`src/rtl/core/pl0rsm_pkg.sv`:
```
// shared types and constants for the pl0 register stack machine
`default_nettype none
package pl0rsm_pkg;

    typedef enum logic [4:0] {
        OP_NOP  = 5'd0,
        OP_LIT  = 5'd1,
        OP_RET  = 5'd2,
        OP_LOD  = 5'd3,
        OP_STO  = 5'd4,
        OP_CAL  = 5'd5,
        OP_INC  = 5'd6,
        OP_JMP  = 5'd7,
        OP_JPC  = 5'd8,
        OP_WRT  = 5'd9,
        OP_RED  = 5'd10,
        OP_HALT = 5'd11,
        OP_NEG  = 5'd12,
        OP_ADD  = 5'd13,
        OP_SUB  = 5'd14,
        OP_MUL  = 5'd15,
        OP_DIV  = 5'd16,
        OP_MOD  = 5'd17,
        OP_EQL  = 5'd18,
        OP_NEQ  = 5'd19,
        OP_LSS  = 5'd20,
        OP_LEQ  = 5'd21,
        OP_GTR  = 5'd22,
        OP_GEQ  = 5'd23
    } opcode_t;

    typedef enum logic [1:0] {
        ST_RUNNING  = 2'd0,
        ST_HALTED   = 2'd1,
        ST_BOUNDS   = 2'd2,
        ST_OVERFLOW = 2'd3
    } status_t;

    // controller states
    typedef enum logic [4:0] {
        S_IDLE,
        S_CLEAR,
        S_RDREG,
        S_EXEC,
        S_WALK_RD,
        S_WALK_CHK,
        S_ADDR,
        S_MEM_RD,
        S_LOD_WB,
        S_RET_RD1,
        S_RET_RD2,
        S_RET_FIN,
        S_CAL_W1,
        S_CAL_W2,
        S_CAL_W3,
        S_DIV,
        S_DIV_FIN,
        S_MUL_FIN,
        S_DONE,
        S_OUT
    } state_t;

    // controller to datapath commands
    typedef struct packed {
        logic clr_step;
        logic capture;
        logic rd_regs;
        logic exec;
        logic walk_rd;
        logic walk_chk;
        logic addr_calc;
        logic mem_rd;
        logic lod_wb;
        logic ret_rd1;
        logic ret_rd2;
        logic ret_fin;
        logic cal_w1;
        logic cal_w2;
        logic cal_w3;
        logic div_start;
        logic div_step;
        logic div_fin;
        logic mul_fin;
        logic finish;
    } dp_cmd_t;

    // datapath to controller status
    typedef struct packed {
        logic clr_done;
        logic stopped;
        logic walk_more;
        logic walk_bad;
        logic addr_bad;
        logic div_done;
        logic ret_bad;
        logic cal_ovf;
    } dp_stat_t;

endpackage
`default_nettype wire

```
`src/rtl/core/pl0rsm_ctrl.sv`:
```
// controller state machine sequencing one instruction
`default_nettype none
module pl0rsm_ctrl (
    input  wire logic                clk,
    input  wire logic                rst_n,
    input  wire logic                in_valid,
    output logic                     in_ready,
    output logic                     out_valid,
    input  wire logic                out_ready,
    input  wire logic [4:0]          op,
    output pl0rsm_pkg::dp_cmd_t      cmd,
    input  wire pl0rsm_pkg::dp_stat_t stat
);
    import pl0rsm_pkg::*;

    state_t state_reg, state_next;
    opcode_t op_reg, op_next;

    // state register
    always_ff @(posedge clk or negedge rst_n)
    begin
        if (!rst_n)
        begin
            state_reg <= S_CLEAR;
            op_reg    <= OP_NOP;
        end
        else
        begin
            state_reg <= state_next;
            op_reg    <= op_next;
        end
    end

    // next state
    always_comb
    begin
        state_next = state_reg;
        op_next    = op_reg;
        unique case (state_reg)
            S_CLEAR:
            begin
                if (stat.clr_done)
                begin
                    state_next = S_IDLE;
                end
            end
            S_IDLE:
            begin
                if (in_valid)
                begin
                    op_next    = opcode_t'(op);
                    state_next = S_RDREG;
                end
            end
            S_RDREG:
            begin
                state_next = stat.stopped ? S_DONE : S_EXEC;
            end
            S_EXEC:
            begin
                priority case (op_reg)
                    OP_RET:  state_next = stat.ret_bad ? S_DONE : S_RET_RD1;
                    OP_LOD, OP_STO: state_next = S_WALK_RD;
                    OP_CAL:  state_next = stat.cal_ovf ? S_DONE : S_WALK_RD;
                    OP_MUL:  state_next = S_MUL_FIN;
                    OP_DIV, OP_MOD: state_next = S_DIV;
                    default: state_next = S_DONE;
                endcase
            end
            S_WALK_RD:
            begin
                state_next = stat.walk_more ? S_WALK_CHK : S_ADDR;
            end
            S_WALK_CHK:
            begin
                state_next = stat.walk_bad ? S_DONE : S_WALK_RD;
            end
            S_ADDR:
            begin
                if (op_reg == OP_CAL)
                begin
                    state_next = S_CAL_W1;
                end
                else
                begin
                    state_next = stat.addr_bad ? S_DONE : S_MEM_RD;
                end
            end
            S_MEM_RD:
            begin
                state_next = (op_reg == OP_LOD) ? S_LOD_WB : S_DONE;
            end
            S_LOD_WB:  state_next = S_DONE;
            S_RET_RD1: state_next = S_RET_RD2;
            S_RET_RD2: state_next = S_RET_FIN;
            S_RET_FIN: state_next = S_DONE;
            S_CAL_W1:  state_next = S_CAL_W2;
            S_CAL_W2:  state_next = S_CAL_W3;
            S_CAL_W3:  state_next = S_DONE;
            S_DIV:
            begin
                if (stat.div_done)
                begin
                    state_next = S_DIV_FIN;
                end
            end
            S_DIV_FIN: state_next = S_DONE;
            S_MUL_FIN: state_next = S_DONE;
            S_DONE:    state_next = S_OUT;
            S_OUT:
            begin
                if (out_ready)
                begin
                    state_next = S_IDLE;
                end
            end
            default:   state_next = S_IDLE;
        endcase
    end

    // command outputs
    always_comb
    begin
        cmd       = '0;
        in_ready  = 1'b0;
        out_valid = 1'b0;
        unique case (state_reg)
            S_CLEAR:   cmd.clr_step = 1'b1;
            S_IDLE:
            begin
                in_ready    = 1'b1;
                cmd.capture = in_valid;
            end
            S_RDREG:   cmd.rd_regs = 1'b1;
            S_EXEC:
            begin
                cmd.exec      = 1'b1;
                cmd.div_start = (op_reg == OP_DIV) || (op_reg == OP_MOD);
            end
            S_WALK_RD:  cmd.walk_rd = 1'b1;
            S_WALK_CHK: cmd.walk_chk = 1'b1;
            S_ADDR:     cmd.addr_calc = 1'b1;
            S_MEM_RD:   cmd.mem_rd = 1'b1;
            S_LOD_WB:   cmd.lod_wb = 1'b1;
            S_RET_RD1:  cmd.ret_rd1 = 1'b1;
            S_RET_RD2:  cmd.ret_rd2 = 1'b1;
            S_RET_FIN:  cmd.ret_fin = 1'b1;
            S_CAL_W1:   cmd.cal_w1 = 1'b1;
            S_CAL_W2:   cmd.cal_w2 = 1'b1;
            S_CAL_W3:   cmd.cal_w3 = 1'b1;
            S_DIV:      cmd.div_step = 1'b1;
            S_DIV_FIN:  cmd.div_fin = 1'b1;
            S_MUL_FIN:  cmd.mul_fin = 1'b1;
            S_DONE:     cmd.finish = 1'b1;
            S_OUT:      out_valid = 1'b1;
            default:    cmd = '0;
        endcase
    end
endmodule
`default_nettype wire

```
`config.mk`:
```
export PLATFORM = sky130hd
export DESIGN_NAME = pl0rsm_ctrl
export DESIGN_NICKNAME = d
export VERILOG_FILES = /design/src/rtl/core/pl0rsm_pkg.sv /design/src/rtl/core/pl0rsm_ctrl.sv
export SDC_FILE = /design/constraint.sdc
export NUM_CORES = 1
export LEC_CHECK = 0
export ABC_AREA = 1
export BUFFER_PORTS_ARGS = -buffer_cell sky130_fd_sc_hd__buf_2
export CORE_MARGIN = 4
export CORE_UTILIZATION = 50
export CTS_CLUSTER_SIZE = 24
export DETAILED_ROUTE_END_ITERATION = 10
export HOLD_SLACK_MARGIN = 0.05
export PLACE_DENSITY = 0.82
export SYNTH_ARGS = -nofsm -noshare
export SYNTH_HDL_FRONTEND = slang
export SYNTH_SLANG_ARGS = --single-unit
```
`constraint.sdc`:
```
create_clock -name clk -period 2.45 [get_ports clk]
set_clock_uncertainty 0.15 [all_clocks]
set_input_delay 0.49 -clock clk [delete_from_list [all_inputs] [get_ports clk]]
set_output_delay 0.49 -clock clk [all_outputs]
set_load 0.1 [all_outputs]
```
### Word level (Yosys, flattened, before mapping)

Cells that the tools add are included.

| storage, ports and cells | value |
|---|---|
| word-level logic and storage cells | 75 |
| register bits | 10 |
| output and inout bits | 22 |

| operators by class | value |
|---|---|
| muxes and demuxes | 36 |
| reductions and logical operators | 7 |
| eq/ne operators | 30 |

Operators with widths:

| kind | number |
|---|---|
| 5-bit one-hot mux with 16 select lines | 1 |
| 5-bit 2-to-1 mux | 11 |
| 5-bit by 4-bit == test with 1-bit output (second input constant) | 9 |
| 5-bit by 3-bit == test with 1-bit output (second input constant) | 6 |
| 5-bit == test (second input constant) | 6 |
| 5-bit one-hot mux with 5 select lines | 1 |
| 1-bit 2-to-1 mux | 22 |
| 5-bit by 2-bit == test with 1-bit output (second input constant) | 4 |
| 2-bit inequality test (second input constant) | 4 |
| 5-bit by 1-bit == test with 1-bit output (second input constant) | 1 |
| 5-bit zero test | 1 |
| 5-bit OR reduction | 1 |
| 4-bit AND reduction | 1 |
| 2-bit OR reduction | 2 |
| 2-bit 2-to-1 mux | 1 |
| 2-bit AND reduction | 1 |
| 1-bit logical OR | 1 |

### Logic depth before layout (Yosys ltp)

Gate-level depths: netlist (run 1).

| depth | value |
|---|---|
| depth in word-level cells | 4 |
| mapped depth | 11 |
| mapped depth without buffers | 11 |

### Worst setup path after synthesis (run 1)

OpenSTA, ideal clock, no wires.

| path | value |
|---|---|
| path type | reg-to-output |
| start | reg state_reg[0] |
| end | out cmd[19] (netlist bit) |
| data arrival time | 2.781 ns |
| stages on the path, launching flop included | 3 |
| path slack | -0.971 ns |
| buffers on the path | 0 |
| required time | 1.810 ns |
| cells stage by stage | dfstp_2 nand2_1 nor3_1 |

RTL lines:

| item | line | source |
|---|---|---|
| start, declared | pl0rsm_ctrl.sv:16 | `state_t state_reg, state_next;` |
| start signal, assigned | pl0rsm_ctrl.sv:29 | `state_reg <= state_next;` |
| end, declared | pl0rsm_ctrl.sv:11 | `output pl0rsm_pkg::dp_cmd_t cmd,` |

==> results of run 1 <==
-- layer usage --
| metal | part of all wire [%] | vias to the layer above | GRT usage [%] |
|---|---|---|---|
| met5 | 0 | - | 0 |
| met4 | 1.9 | 0 | 7.424 |
| met3 | 10 | 8 | 3.725 |
| met2 | 48 | 74 | 42.68 |
| met1 | 39 | 565 | 33.27 |
| li1 | - | 615 | - |
-- cells by family after synthesis --
logic type | share of synthesized area (%)
AO/OA/AOI/OAI | 9.102
buffers and inverters | 12.87
flip-flops | 26.14
AND/OR/NAND/NOR | 51.89
-- cell type report --
cell class	instances	area share [%]
Inverter	33	9.175
Sequential cell	10	18.63
Clock buffer	4	2.688
Multi-Input combinational cell	123	46.06
Timing Repair Buffer	40	21.13
Tap cell	25	2.317
-- report_power, final --
group	total (W)	switching, W	internal (W)
clock	0.000148	0.0000574	0.0000903
sequential	0.000342	0.0000956	0.000246
combinational	0.00139	0.00105	0.000339
total	0.00188	0.00120	0.000675
-- timing repair --
item / CTS / global route
setup endpoints to repair: 0 / 10
hold endpoints to repair: 9 / 0
hold buffers: 1 / 0
resized for setup: 0 / 9
-- through the flow --
step	setup slack, ns	total power, W	instances	utilization [%]
floorplan	-0.2554	0.001391	166	-
global placement	0.3377	0.001681	230	72.00
detailed placement	0.3282	0.001710	230	72.00
CTS	0.03791	0.001859	235	74.60
global route	0.006664	0.002023	235	75.72
finish	0.1024	0.001875	235	75.72
-- worst max-delay path, delay by kind of cell, from the launching register on --
family,cells,cell delay (ns)
buffers and inverters,3,0.55
DFF,1,0.57
and+or+nand+nor,2,0.32
-- worst max path at each step --
stage                                  start  endpoint  slack, ns  depth (start not counted)
floorplan           state_reg[2]$_DFFE_PN0P_    cmd[1]      -0.26                          3
global placement    state_reg[0]$_DFFE_PN1P_    cmd[8]       0.34                          5
detailed placement  state_reg[0]$_DFFE_PN1P_   cmd[10]       0.33                          5
CTS                 state_reg[0]$_DFFE_PN1P_   cmd[10]       0.04                          5
global route        state_reg[4]$_DFFE_PN0P_    cmd[3]      0.007                          4
finish              state_reg[0]$_DFFE_PN1P_   cmd[10]       0.10                          5
-- placed cells by master (no fill, tap or decap), types with 2 or more instances in the layout --
cell      netlist  layout
nand3_2         2       2
buf_2           0      27
nand2_1        38      38
inv_2           9      10
dfrtp_1         9       9
clkbuf_4        0      10
nor3_2          1       3
inv_1          23      22
buf_12          0       4
nand2_2         2       2
nor2_1         28      20
o21ai_1         5       5
a21oi_1         5       5
nor3_1          5       3
o21ai_0         3       3
nor2_2          5      12
nand4_1         5       5
nand3_1        19      19
==> impl_summary.log, run 1 <==
[metrics] outcome: completed
[metrics] final layout net count: 228
[metrics] crit path DAT: 1.71 ns
[metrics] type of the worst setup path: register to primary output
[metrics] setup repair after global routing missed its margin: false
[metrics] power density normalized to cell area: 1389 mW/mm^2
[metrics] register-to-register path setup slack: 0.65 ns
[metrics] leading post-synthesis cells by cell area: dfrtp_1 (23%), nand2_1 (15%), nor2_1 (11%)
[metrics] Synth Warn #: 0
[metrics] post-CTS setup buffer count: 0
[metrics] number of global-route vias before repair: 1191
[metrics] WP data required: 1.81 ns
[metrics] Synth Instances: 166
[metrics] Reg2Reg Launch Point: state_reg[0]$_DFFE_PN1P_
[metrics] instance area at placement: 0.001284 sq mm
[metrics] Post-synth EDFFs: 0
[metrics] Ports: 39
[metrics] number of fill cells: 148
[metrics] Period Utilization, post-route: 95.82%
[metrics] Clk Tree Root Cell: clkbuf_4
[metrics] final hold violations: 0
[metrics] residual DRC count: 0
[metrics] clock latency of the later-clocked register in the worst-skew pair: 0.26 ns
[metrics] Area Overhead vs Synth: 40.31%
[metrics] end of the worst register-to-register path: state_reg[1]$_DFFE_PN0P_
[metrics] final-report setup violation count: 0
[metrics] Floorplan Core Area: 0.001783 sq mm
[metrics] final critical path time including I/O delays and setup: 2.348 ns
[metrics] Max Fanout on Critical Path: 7
[metrics] Critical-path top delay cell: dfstp_2
[metrics] number of nets with antenna violations after detailed routing: 0
[metrics] TritonCTS buffer count: 3
[metrics] most frequent cell on the critical path: inv_1
[metrics] Sequential Area: 251.5 sq um
[metrics] post-route cell area: 0.001350 sq mm
[metrics] cell chain of the critical path: nand2_1, inv_1, nand3_1, inv_1, clkbuf_4
[metrics] Via-to-Cell Ratio: 5.370
[metrics] global routing usage summed across all routing layers: 25.35%
[metrics] clock sink total: 10
[metrics] Max Cap Viol: 0
[metrics] worst-case hold slack: 0.2787 ns
[metrics] dominant cell by count in the synthesized netlist: nand2_1
[metrics] top cell type's share of synthesized area: 23.41%
[metrics] class of the tightest hold or removal check: input port to register
[metrics] library cells used by synthesis: 22
[metrics] Register-to-Register Path Depth: 9
[metrics] endpoint of the worst hold path: op_reg[3]$_DFFE_PN0P_
[metrics] mean post-synth cell area: 5.796 sq um
[metrics] GRT overflow: 0
[metrics] Die Y: 51.87 microns
[metrics] routed wire length: 3.057 mm
[metrics] Die Wd: 51.87 microns
[metrics] number of iterations in the first detailed-routing pass: 4
[metrics] first-pass GRT wire length: 5.181 mm
[metrics] worst-case clock buffer depth: 2
[metrics] pin count of the biggest net entering global routing: 11
[metrics] Worst path max stage delay: 0.57 ns
[metrics] Leakage Power: 0.7754 nW
[metrics] Synth area leader: dfrtp_1
[metrics] H-Tree Depth: 1
[metrics] ranking of synthesized cells by instance count: nand2_1 (38), nor2_1 (28), inv_1 (23), nand3_1 (19)
[metrics] Die Footprint: 0.002690 sq mm
[metrics] launch point of the worst hold path: op[3]
[metrics] CTS tree: yes
[metrics] Primary FF master, synth: dfrtp_1
[metrics] sequential-to-total area share from yosys stat: 26.14%
[metrics] share of async-settable or async-resettable flops after synthesis: 100.0%
[metrics] Min-Delay Path Depth: 3
[metrics] Critical Path Sink Type: primary output
[metrics] summed instance area of the synthesized netlist: 962.2 sq um
[metrics] peak supply drop: 1.198 mV
[metrics] Worst Setup Start Kind: register
[metrics] antenna violations before repair: 0
[metrics] clock transition at the registers of the reported paths: 0.07 ns
[metrics] pin slew with the least headroom to its limit: 0.4908 ns
[metrics] number of nets in the synthesized netlist: 183
[metrics] drt initial violations: 52
[metrics] final estimated routing congestion in global placement: 0.9781
[metrics] max-slew headroom at the worst pin: 67.50%
[metrics] DR vias: 1262
[metrics] max-slew violation count: 0
[metrics] antenna cells: 0
[metrics] post-DP HPWL: 2.565 mm
[metrics] Rows: 15
[metrics] FMAX: 426.0 MHz
[metrics] fraction of final layout cells sized beyond drive strength 1: 36.19%
[metrics] starting density of the core: 53.96%
[metrics] flop and latch count out of synthesis: 10
[metrics] Sum Neg Setup Slack: 0 ns
[metrics] area taken by multi-input logic gates: 621.8 sq um
[metrics] IO buf count: 38
[metrics] Routed WL per cell: 13.01 microns
Power figures use the tool's default switching activity.
==> run 2: changes to the inputs <==
==> constraint.sdc (replaced) <==
create_clock -name clk -period 2.45 [get_ports clk]
set_clock_uncertainty 0.15 [all_clocks]
set_input_delay 0.6125 -clock clk [delete_from_list [all_inputs] [get_ports clk]]
set_output_delay 0.6125 -clock clk [all_outputs]
set_load 0.1 [all_outputs]
==> run 2 against run 1 <==
Net effect: clock-buffer cell count did not move; via count rose by 2.5%; worst setup slack got worse by 0.068 ns; sequential power is 11% higher; largest power group unchanged; fmax is 2.8% lower; cell area rose by 9.0%; power grew 7.4%; first-iteration DRC count is 13% lower; combinational power is 7% higher; sequential share of layout area decreased by 1.5 points.
==> impl_summary.log, run 2 (synthesis results as in run 1) <==
[metrics] max-slew headroom at the worst pin: 67.60% (+0.095 points)
[metrics] number of fill cells: 122 (-18%)
[metrics] post-CTS setup buffer count: 0 (unchanged)
[metrics] instance area at placement: 0.001366 sq mm (+6.4%)
[metrics] antenna cells: 0 (unchanged)
[metrics] Rows: 15 (unchanged)
[metrics] post-DP HPWL: 2.586 mm (+0.83%)
[metrics] final hold violations: 0 (unchanged)
[metrics] pin count of the biggest net entering global routing: 11 (unchanged)
[metrics] Area Overhead vs Synth: 52.93%
[metrics] total design power: 0.002015 W (+7.4%)
[metrics] Clk Tree Root Cell: clkbuf_4
[metrics] outcome: completed
[metrics] Ports: 39 (unchanged)
[metrics] Period Utilization, post-route: 98.61% (+2.8 points)
[metrics] residual DRC count: 0 (unchanged)
[metrics] non-filler cells in the finished layout: 234 (-0.43%)
[metrics] class of the tightest hold or removal check: input port to register
[metrics] CTS tree: yes
[metrics] worst-case clock buffer depth: 2 (unchanged)
[metrics] Max Fanout on Critical Path: 10 (+3)
[metrics] drt initial violations: 45 (-13%)
[metrics] pre-CTS WS: 0.2450 ns (-0.08317 ns)
[metrics] FMAX: 413.9 MHz (-2.8%)
[metrics] number of iterations in the first detailed-routing pass: 4 (unchanged)
[metrics] GRT overflow: 0 (unchanged)
[metrics] min setup slack post-route: 0.03400 ns (-0.06841 ns)
[metrics] Die Footprint: 0.002690 sq mm (unchanged)
[metrics] clock latency of the later-clocked register in the worst-skew pair: 0.26 ns (about the same)
[metrics] TritonCTS buffer count: 3 (unchanged)
[metrics] Leakage Power: 0.7913 nW (+2.1%)
[metrics] Die Y: 51.87 microns (unchanged)
[metrics] setup repair after global routing missed its margin: true
[metrics] Worst Setup Start Kind: register
[metrics] H-Tree Depth: 1 (unchanged)
[metrics] Critical Path Sink Type: primary output
[metrics] Die Wd: 51.87 microns (unchanged)
[metrics] placed cell count: 229 (-0.43%)
[metrics] IO buf count: 38 (unchanged)
[metrics] antenna violations before repair: 0 (unchanged)
[metrics] final critical path time including I/O delays and setup: 2.416 ns (+0.06841 ns)
[metrics] start point of the critical path: state_reg[2]$_DFFE_PN0P_
[metrics] final estimated routing congestion in global placement: 0.9111 (-6.9%)
[metrics] number of nets with antenna violations after detailed routing: 0 (unchanged)
[metrics] Via-to-Cell Ratio: 5.526 (+2.9%)
[metrics] clock transition at the registers of the reported paths: 0.07 ns (about the same)
[metrics] final-report setup violation count: 0 (unchanged)
[metrics] starting density of the core: 53.96% (unchanged)
[metrics] Min-Delay Path Depth: 3 (unchanged)
[metrics] commonest cells after routing, fill and taps aside: nand2_1 (35), inv_1 (22), nand3_1 (19)
[metrics] DR vias: 1293 (+2.5%)
[metrics] Routed WL per cell: 14.13 microns (+8.6%)
[metrics] final layout net count: 227 (-0.44%)
[metrics] global routing usage summed across all routing layers: 27.78% (+2.4 points)
[metrics] crit path DAT: 1.65 ns (-0.06 ns)
[metrics] Reg2Reg Launch Point: state_reg[0]$_DFFE_PN1P_
[metrics] WP data required: 1.69 ns (-0.12 ns)
[metrics] register-to-register path setup slack: 0.48 ns (-0.17 ns)
[metrics] Max Cap Viol: 0 (unchanged)
[metrics] number of global-route vias before repair: 1228 (+3.1%)
[metrics] pin slew with the least headroom to its limit: 0.4894 ns (-0.001439 ns)
[metrics] first-pass GRT wire length: 5.451 mm (+5.2%)
[metrics] peak supply drop: 1.044 mV (-13%)
[metrics] clock sink total: 10 (unchanged)
[metrics] max-slew violation count: 0 (unchanged)
[metrics] launch point of the worst hold path: op[0]
[metrics] Floorplan Core Area: 0.001783 sq mm (unchanged)
[metrics] commonest non-fill, non-tap cell in the layout: nand2_1
[metrics] type of the worst setup path: register to primary output
[metrics] Register-to-Register Path Depth: 9 (unchanged)
[metrics] Finished Core Util: 82.53% (+6.8 points)
[metrics] post-route cell area: 0.001471 sq mm (+9.0%)
[metrics] routed wire length: 3.307 mm (+8.2%)
[metrics] fraction of final layout cells sized beyond drive strength 1: 39.23% (+3.0 points)
[metrics] power density normalized to cell area: 1369 mW/mm^2 (-1.4%)
-- run 2: critical path: stages, from the launching register on --
cell	delay, ns
dfrtp_1	0.48
nor2_4	0.22
inv_2	0.11
nor2_4	0.10
inv_2	0.08
nor2_8	0.20
buf_12	0.20
-- run 2: path summary, 6_finish.rpt --
check / end
worst max-delay path: cmd[18]
worst min-delay path: op_reg[0]$_DFFE_PN0P_
worst max register to register: state_reg[4]$_DFFE_PN0P_
worst min register to register: op_reg[3]$_DFFE_PN0P_
max in group asynchronous: state_reg[0]$_DFFE_PN1P_
min in group asynchronous: state_reg[3]$_DFFE_PN0P_
-- run 2: per-stage QoR --
stage,setup TNS [ns],hold slack [ns]
after floorplan,-0.6857,0.1669
after detailed placement,0,0.3281
after global placement,0,0.3229
after global routing,-0.01963,0.4183
final,0,0.4135
after CTS,0,0.4061
-- run 2: cell type report --
cell class / instances / area, sq um / share of cell area (%)
multi-input cells: 123 / 668.1 / 45.41
well taps: 25 / 31.28 / 2.126
flip-flops and latches: 10 / 252.7 / 17.18
inverters: 33 / 126.4 / 8.588
repair buffers: 39 / 356.6 / 24.23
clock buffers: 4 / 36.28 / 2.466
-- run 2: timing repair --
item / in CTS / in global routing
pin swaps: 0 / 0
hold buffers: 1 / 0
endpoints found under the setup margin: 5 / 15
resized for setup: 5 / 18
endpoints found under the hold margin: 9 / 0
-- run 2: routing by layer --
layer	track usage, %	routed length [microns]	up-vias
met5	0	0	-
met1	34.59	1289	594
met3	4.011	266	6
met4	7.424	30	0
li1	-	-	621
met2	49.37	1720	72
-- run 2: power breakdown --
part,total (W),switching (W),internal (W)
clock,0.000148,0.0000580,0.0000902
combinational,0.00149,0.00110,0.000387
sequential,0.000380,0.000132,0.000248
total,0.00201,0.00129,0.000725
